$ cat config.mk
export PLATFORM = sky130hd
export DESIGN_NAME = stsc_search_ctrl
export DESIGN_NICKNAME = d
export VERILOG_FILES = /design/src/rtl/stsc_pkg.sv /design/src/rtl/stsc_search_ctrl.sv
export SDC_FILE = /design/constraint.sdc
export NUM_CORES = 1
export LEC_CHECK = 0
export BUFFER_PORTS_ARGS = -buffer_cell sky130_fd_sc_hd__buf_2
export CAP_MARGIN = 20
export CORE_MARGIN = 2
export CORE_UTILIZATION = 42
export DETAILED_ROUTE_END_ITERATION = 8
export GPL_TIMING_DRIVEN = 0
export HOLD_SLACK_MARGIN = 0.08
export PLACE_DENSITY = 0.73
export SETUP_SLACK_MARGIN = 0.15
export SYNTH_ARGS = -nofsm -noshare
export SYNTH_HDL_FRONTEND = slang
export SYNTH_SLANG_ARGS = --single-unit
export TNS_END_PERCENT = 20
$ cat constraint.sdc
create_clock -name clock -period 9.5 [get_ports clock]
set_input_delay 0.95 -clock clock [delete_from_list [all_inputs] [get_ports clock]]
set_output_delay 0.95 -clock clock [all_outputs]
set_load 0.01 [all_outputs]
$ cat src/rtl/stsc_pkg.sv
// Shared constants and types for the sorted table search and count block.
`default_nettype none
package stsc_pkg;

   localparam int unsigned TABLE_DEPTH = 1024;
   localparam int unsigned INDEX_W     = 10;
   localparam int unsigned LEN_W       = 11;
   localparam int unsigned COUNT_W     = 11;
   localparam int unsigned DATA_W      = 32;
   // Signed position: one bit for the sign and one to hold TABLE_DEPTH itself.
   localparam int unsigned PTR_W       = INDEX_W + 2;

   typedef enum logic {
      OP_WRITE = 1'b0,
      OP_QUERY = 1'b1
   } op_type;

   typedef struct packed {
      op_type                    operation;
      logic [INDEX_W-1:0]        entry_index;
      logic signed [DATA_W-1:0]  value;
   } req_type;

   typedef struct packed {
      logic                      found;
      logic [INDEX_W-1:0]        hit_index;
      logic [COUNT_W-1:0]        occurrences;
   } rsp_type;

   typedef struct packed {
      logic                      wr_en;
      logic [INDEX_W-1:0]        wr_addr;
      logic signed [DATA_W-1:0]  wr_data;
      logic                      rd_en;
      logic [INDEX_W-1:0]        rd_addr;
   } mem_req_type;

endpackage
`default_nettype wire

$ cat src/rtl/stsc_search_ctrl.sv
// Sequencer for table writes, the binary search and the occurrence scan.
`default_nettype none
module stsc_search_ctrl (
   input  wire                                   clock,
   input  wire                                   reset,
   input  wire                                   req_valid,
   output logic                                  req_stall,
   input  wire stsc_pkg::req_type                req_data,
   input  wire [stsc_pkg::LEN_W-1:0]             used_len,
   input  wire                                   rsp_free,
   output logic                                  result_valid,
   output stsc_pkg::rsp_type                     result,
   output stsc_pkg::mem_req_type                 mem_req,
   input  wire signed [stsc_pkg::DATA_W-1:0]     rd_data
);

   typedef enum logic [7:0] {
      ST_IDLE   = 8'b0000_0001,
      ST_B_ADDR = 8'b0000_0010,
      ST_B_CMP  = 8'b0000_0100,
      ST_L_ADDR = 8'b0000_1000,
      ST_L_CMP  = 8'b0001_0000,
      ST_R_ADDR = 8'b0010_0000,
      ST_R_CMP  = 8'b0100_0000,
      ST_DONE   = 8'b1000_0000
   } state_type;

   state_type                               state_ff, state_in;
   logic signed [stsc_pkg::PTR_W-1:0]       low_ff, low_in;
   logic signed [stsc_pkg::PTR_W-1:0]       high_ff, high_in;
   logic signed [stsc_pkg::PTR_W-1:0]       ptr_ff, ptr_in;
   logic signed [stsc_pkg::DATA_W-1:0]      key_ff, key_in;
   logic                                    found_ff, found_in;
   logic [stsc_pkg::INDEX_W-1:0]            hit_ff, hit_in;
   logic [stsc_pkg::COUNT_W-1:0]            count_ff, count_in;
   logic signed [stsc_pkg::PTR_W-1:0]       len_s;
   logic signed [stsc_pkg::PTR_W-1:0]       hit_next_s;
   logic signed [stsc_pkg::PTR_W-1:0]       span;
   logic signed [stsc_pkg::PTR_W-1:0]       mid;

   assign len_s      = $signed({1'b0, used_len});
   assign hit_next_s = $signed({2'b00, hit_ff}) + stsc_pkg::PTR_W'(1);
   assign span       = high_ff - low_ff;
   assign mid        = low_ff + (span >>> 1);

   always_comb begin
      state_in          = state_ff;
      low_in            = low_ff;
      high_in           = high_ff;
      ptr_in            = ptr_ff;
      key_in            = key_ff;
      found_in          = found_ff;
      hit_in            = hit_ff;
      count_in          = count_ff;
      req_stall         = 1'b1;
      result_valid      = 1'b0;
      mem_req.wr_en     = 1'b0;
      mem_req.wr_addr   = req_data.entry_index;
      mem_req.wr_data   = req_data.value;
      mem_req.rd_en     = 1'b0;
      mem_req.rd_addr   = ptr_ff[stsc_pkg::INDEX_W-1:0];

      unique case (state_ff)
         ST_IDLE: begin
            req_stall = 1'b0;
            if (req_valid) begin
               if (req_data.operation == stsc_pkg::OP_WRITE) begin
                  mem_req.wr_en = (32'(req_data.entry_index) < stsc_pkg::TABLE_DEPTH);
               end else begin
                  key_in   = req_data.value;
                  low_in   = '0;
                  high_in  = len_s - stsc_pkg::PTR_W'(1);
                  found_in = 1'b0;
                  hit_in   = '0;
                  count_in = '0;
                  state_in = ST_B_ADDR;
               end
            end
         end
         ST_B_ADDR: begin
            if (low_ff <= high_ff) begin
               ptr_in          = mid;
               mem_req.rd_en   = 1'b1;
               mem_req.rd_addr = mid[stsc_pkg::INDEX_W-1:0];
               state_in        = ST_B_CMP;
            end else begin
               state_in = ST_DONE;
            end
         end
         ST_B_CMP: begin
            if (rd_data == key_ff) begin
               found_in = 1'b1;
               hit_in   = ptr_ff[stsc_pkg::INDEX_W-1:0];
               count_in = stsc_pkg::COUNT_W'(1);
               ptr_in   = ptr_ff - stsc_pkg::PTR_W'(1);
               state_in = ST_L_ADDR;
            end else if (rd_data < key_ff) begin
               low_in   = ptr_ff + stsc_pkg::PTR_W'(1);
               state_in = ST_B_ADDR;
            end else begin
               high_in  = ptr_ff - stsc_pkg::PTR_W'(1);
               state_in = ST_B_ADDR;
            end
         end
         ST_L_ADDR: begin
            if (ptr_ff[stsc_pkg::PTR_W-1]) begin
               ptr_in   = hit_next_s;
               state_in = ST_R_ADDR;
            end else begin
               mem_req.rd_en = 1'b1;
               state_in      = ST_L_CMP;
            end
         end
         ST_L_CMP: begin
            if (rd_data == key_ff) begin
               count_in = count_ff + stsc_pkg::COUNT_W'(1);
               ptr_in   = ptr_ff - stsc_pkg::PTR_W'(1);
               state_in = ST_L_ADDR;
            end else begin
               ptr_in   = hit_next_s;
               state_in = ST_R_ADDR;
            end
         end
         ST_R_ADDR: begin
            if (ptr_ff >= len_s) begin
               state_in = ST_DONE;
            end else begin
               mem_req.rd_en = 1'b1;
               state_in      = ST_R_CMP;
            end
         end
         ST_R_CMP: begin
            if (rd_data == key_ff) begin
               count_in = count_ff + stsc_pkg::COUNT_W'(1);
               ptr_in   = ptr_ff + stsc_pkg::PTR_W'(1);
               state_in = ST_R_ADDR;
            end else begin
               state_in = ST_DONE;
            end
         end
         ST_DONE: begin
            if (rsp_free) begin
               result_valid = 1'b1;
               state_in     = ST_IDLE;
            end
         end
         default: begin
            state_in = ST_IDLE;
         end
      endcase
   end

   assign result.found       = found_ff;
   assign result.hit_index   = hit_ff;
   assign result.occurrences = count_ff;

   always_ff @(posedge clock) begin
      if (reset) begin
         state_ff <= ST_IDLE;
      end else begin
         state_ff <= state_in;
      end
   end

   // Writes only happen in idle, so a table write never overlaps a search read.
   always_ff @(posedge clock) begin
      low_ff   <= low_in;
      high_ff  <= high_in;
      ptr_ff   <= ptr_in;
      key_ff   <= key_in;
      found_ff <= found_in;
      hit_ff   <= hit_in;
      count_ff <= count_in;
   end

endmodule
`default_nettype wire

==> metrics.txt <==
GRT Max-Usage Layer=met2; CP top delay family=adder cells; Final min period=about 4.8 ns; Max Fclk=roughly 0.21 GHz; largest net degree at the start of global routing=20; critical setup path kind=flop to primary output; Setup TNS Final=0 ns; # DRC=0; Final ANT Viol Nets=0; CTS tree=built; Cell Pwr Density=approximately 170 nW/um2; router iterations before antenna repair=4; area grow syn2layout=19.6%; Die X=135 um; Diodes inserted=0; GRT Total Usage=between 20% and 30%; die area=between 15000 and 20000 um2; Design Area, Final=about 8600 um2; Placeable Area=around 17000 um2; Synth Area in XOR/XNOR=about 8.1%; post_cts resized=0; Data required, critical path=around 8.6 ns; total grt overflow=0; Total Wirelength=~18 mm; M2 GR Usage=34.4%; CP most frequent cell=ha_1; Critical path buffers and inverters=1; hold wc startpoint=ptr_ff[11]; number of synthesized flops with an enable pin=90; Sequential Power Share=between 30% and 40%; Leakage=approximately 0.0038 uW; Synth Area in Compound Gates=~13%; placed cell count=between 1000 and 1500; slowest stage delay, CP=0.48 ns; Cells after Synth=741; relative slew slack=between 20% and 30%; Comb pwr share=about a third; CTS H-tree depth=3; most frequent cells in the layout=163 x buf_2, 90 x edfxtp_1, 71 x ha_1; part of the power in the clock network=between 20% and 30%; outcome=finished, final reports clean; Final Hold Fails=0; die span in y=between 100 and 150 um; worst slew pin tran=roughly 1.1 ns; arrival time at the worst endpoint=3.89 ns; Synth Area in Simple Gates=15.2%; Pins Over Slew Limit=0; MaxCap Viol Count=0; hold-fix buffers at CTS=0; share of layout cells above drive strength 1=between 20% and 30%; Post-CTS Setup Inserts=0; IO Pins=approximately 170; RSZ-0062 raised after global routing=false; drt wl/cell=between 15 and 20 um; ys async rst share=0%; I/O Buffers=around 160; Iteration-0 DRC Markers=between 200 and 300; fin crit share=50.9%; GR Util met1=between 20% and 30%; post-synthesis sequential area ratio=~40%; P_int=973 uW; Final setup viols=0; clk_skew=approximately 0.011 ns; number of global-route vias before repair=between 5000 and 6000; sw power=449 uW; Max IR drop VDD=between 0.00007 and 0.00008 V; Crit. End Element=primary output; initial antenna violation count=0; post-synthesis register bit count=98; gpl congestion=0.983; fin cells=~1100; Hold Crit Class=flop to flop; Worst Path Max Fanout=3; CTS buffer count=9; FF-to-FF Start=low_ff[0]; clk slew on worst S/H paths=0.07 ns; worst path cell trace=ha_1 -> fa_1 -> nor2b_1 -> o21ai_1 -> nand2_1 -> a21o_1 -> a21oi_1 -> xnor2_1 -> ha_1 -> or4_1 -> o22ai_1 -> o21bai_1 -> xor2_1 -> mux2_1 -> buf_2; Root Driver=clkbuf_16; CP startpoint kind=flop; clk_lat worst skew=0.35 ns; met3 usage=under 10%; number of core rows=between 40 and 50; CP max stage cell=or4_1; Starting Density=between 40% and 50%; R2R Setup Slk=just under 6 ns; post-DP HPWL=14.7 mm; Synth Area per Inst=9.71 um2; Vias=5867; post-synthesis adder-cell area fraction=12.9%; nets=between 1000 and 1500; via/cell ratio=5.16; Syn Nets=around 900; # clock sinks=98; Synth Flop Type=edfxtp_1; first-pass GRT wire length=28.4 mm; CTS Buffer Depth=2; largest family of logic cells by synthesized area=simple AND/OR/NAND/NOR gates; Yosys Warn Count=0; commonest non-fill, non-tap cell in the layout=buf_2; mux cell area share after synthesis=under 10%; dpl cell area=about 8300 um2; Post-Synthesis Cell Area=about 7000 um2; Net Sw Frac=about a third; Critical Path Start=low_ff[0]; Synth cell types=between 60 and 70
state kept, by name, summed over array words and instances (netlist names):
signal and flops:
ptr_ff 12, count_ff 11, found_ff 1, key_ff 32, low_ff 12, state_ff 8, hit_ff 10, high_ff 12
per-layer routing:
| layer | routed length, um | vias to the layer above |
|---|---|---|
| li1 | - | 2945 |
| met1 | 7280 | 2668 |
| met2 | 8580 | 216 |
| met3 | 1360 | 38 |
| met4 | 540 | 0 |
| met5 | 0 | - |
power groups by stage:
stage	sequential, uW	clock, uW	combinational, uW
final	557	383	481
after detailed placement	567	0	477
after CTS	557	390	482
after floorplan	564	0	336
after global routing	562	408	536
after global placement	566	0	464
cell type report:
cell class	count	area, um2
plain buffers	62	413
clock buffers	10	229
clock inverters	6	82.6
fillers	1544	8030
inverters	70	263
multi-input cells	511	3660
flip-flops and latches	98	2860
well taps	220	275
repair buffers	159	821
cell families (layout without fill, tap and decap cells):
group	Yosys count	count (layout)
AND/OR/NAND/NOR	218	218
multiplexers	11	11
AO/OA/AOI/OAI	144	144
XOR/XNOR	65	65
flip-flops	98	98
buffers and inverters	132	307
adder cells (fa/ha/maj)	73	73
tightest hold or removal path, delay by kind of cell (launching register included):
| kind | cells | cell delay, ns |
|---|---|---|
| and+or+nand+nor | 1 | 0.07 |
| DFF | 1 | 0.32 |
| buffers and inverters | 1 | 0.17 |
path summary, 6_finish.rpt:
path / cells after the start / endpoint
max reg2reg: 9 / ptr_ff[10]
min reg2reg: 2 / state_ff[4]
min: 2 / state_ff[4]
max: 15 / mem_req[9]
cell usage after synthesis, types with 4 or more instances:
master	number	share of area [%]
a211oi_1	5	0.52
a21o_1	19	2.0
a21oi_1	44	3.1
and2_1	8	0.70
and3_1	7	0.61
buf_2	6	0.42
buf_4	44	4.6
clkbuf_1	10	0.52
dfxtp_1	8	2.2
edfxtp_1	90	38
ha_1	71	12
inv_1	67	3.5
mux2_1	9	1.4
nand2_1	40	2.1
nand3_1	27	1.9
nand4_1	14	1.2
nor2_1	68	3.5
nor2b_1	11	0.96
nor3_1	13	0.90
nor3b_1	7	0.73
o211ai_1	6	0.63
o21a_1	4	0.42
o21ai_0	13	0.90
o21ai_1	17	1.2
o221ai_1	7	0.85
o22a_1	4	0.49
xnor2_1	40	4.9
xor2_1	24	2.9
through the flow:
| step | power [uW] | hold WS [ns] | setup WS (ns) | utilization (%) |
|---|---|---|---|---|
| after detailed placement | 1040 | 0.607 | 5.05 | 49.9 |
| after global routing | 1510 | 0.630 | 4.36 | 51.7 |
| after CTS | 1430 | 0.611 | 4.65 | 51.7 |
| final | 1420 | 0.609 | 4.66 | 51.7 |
| after floorplan | 900 | 0.540 | 5.53 | - |
| after global placement | 1030 | 0.597 | 5.09 | 49.6 |
(Power assumes the default switching activity.)
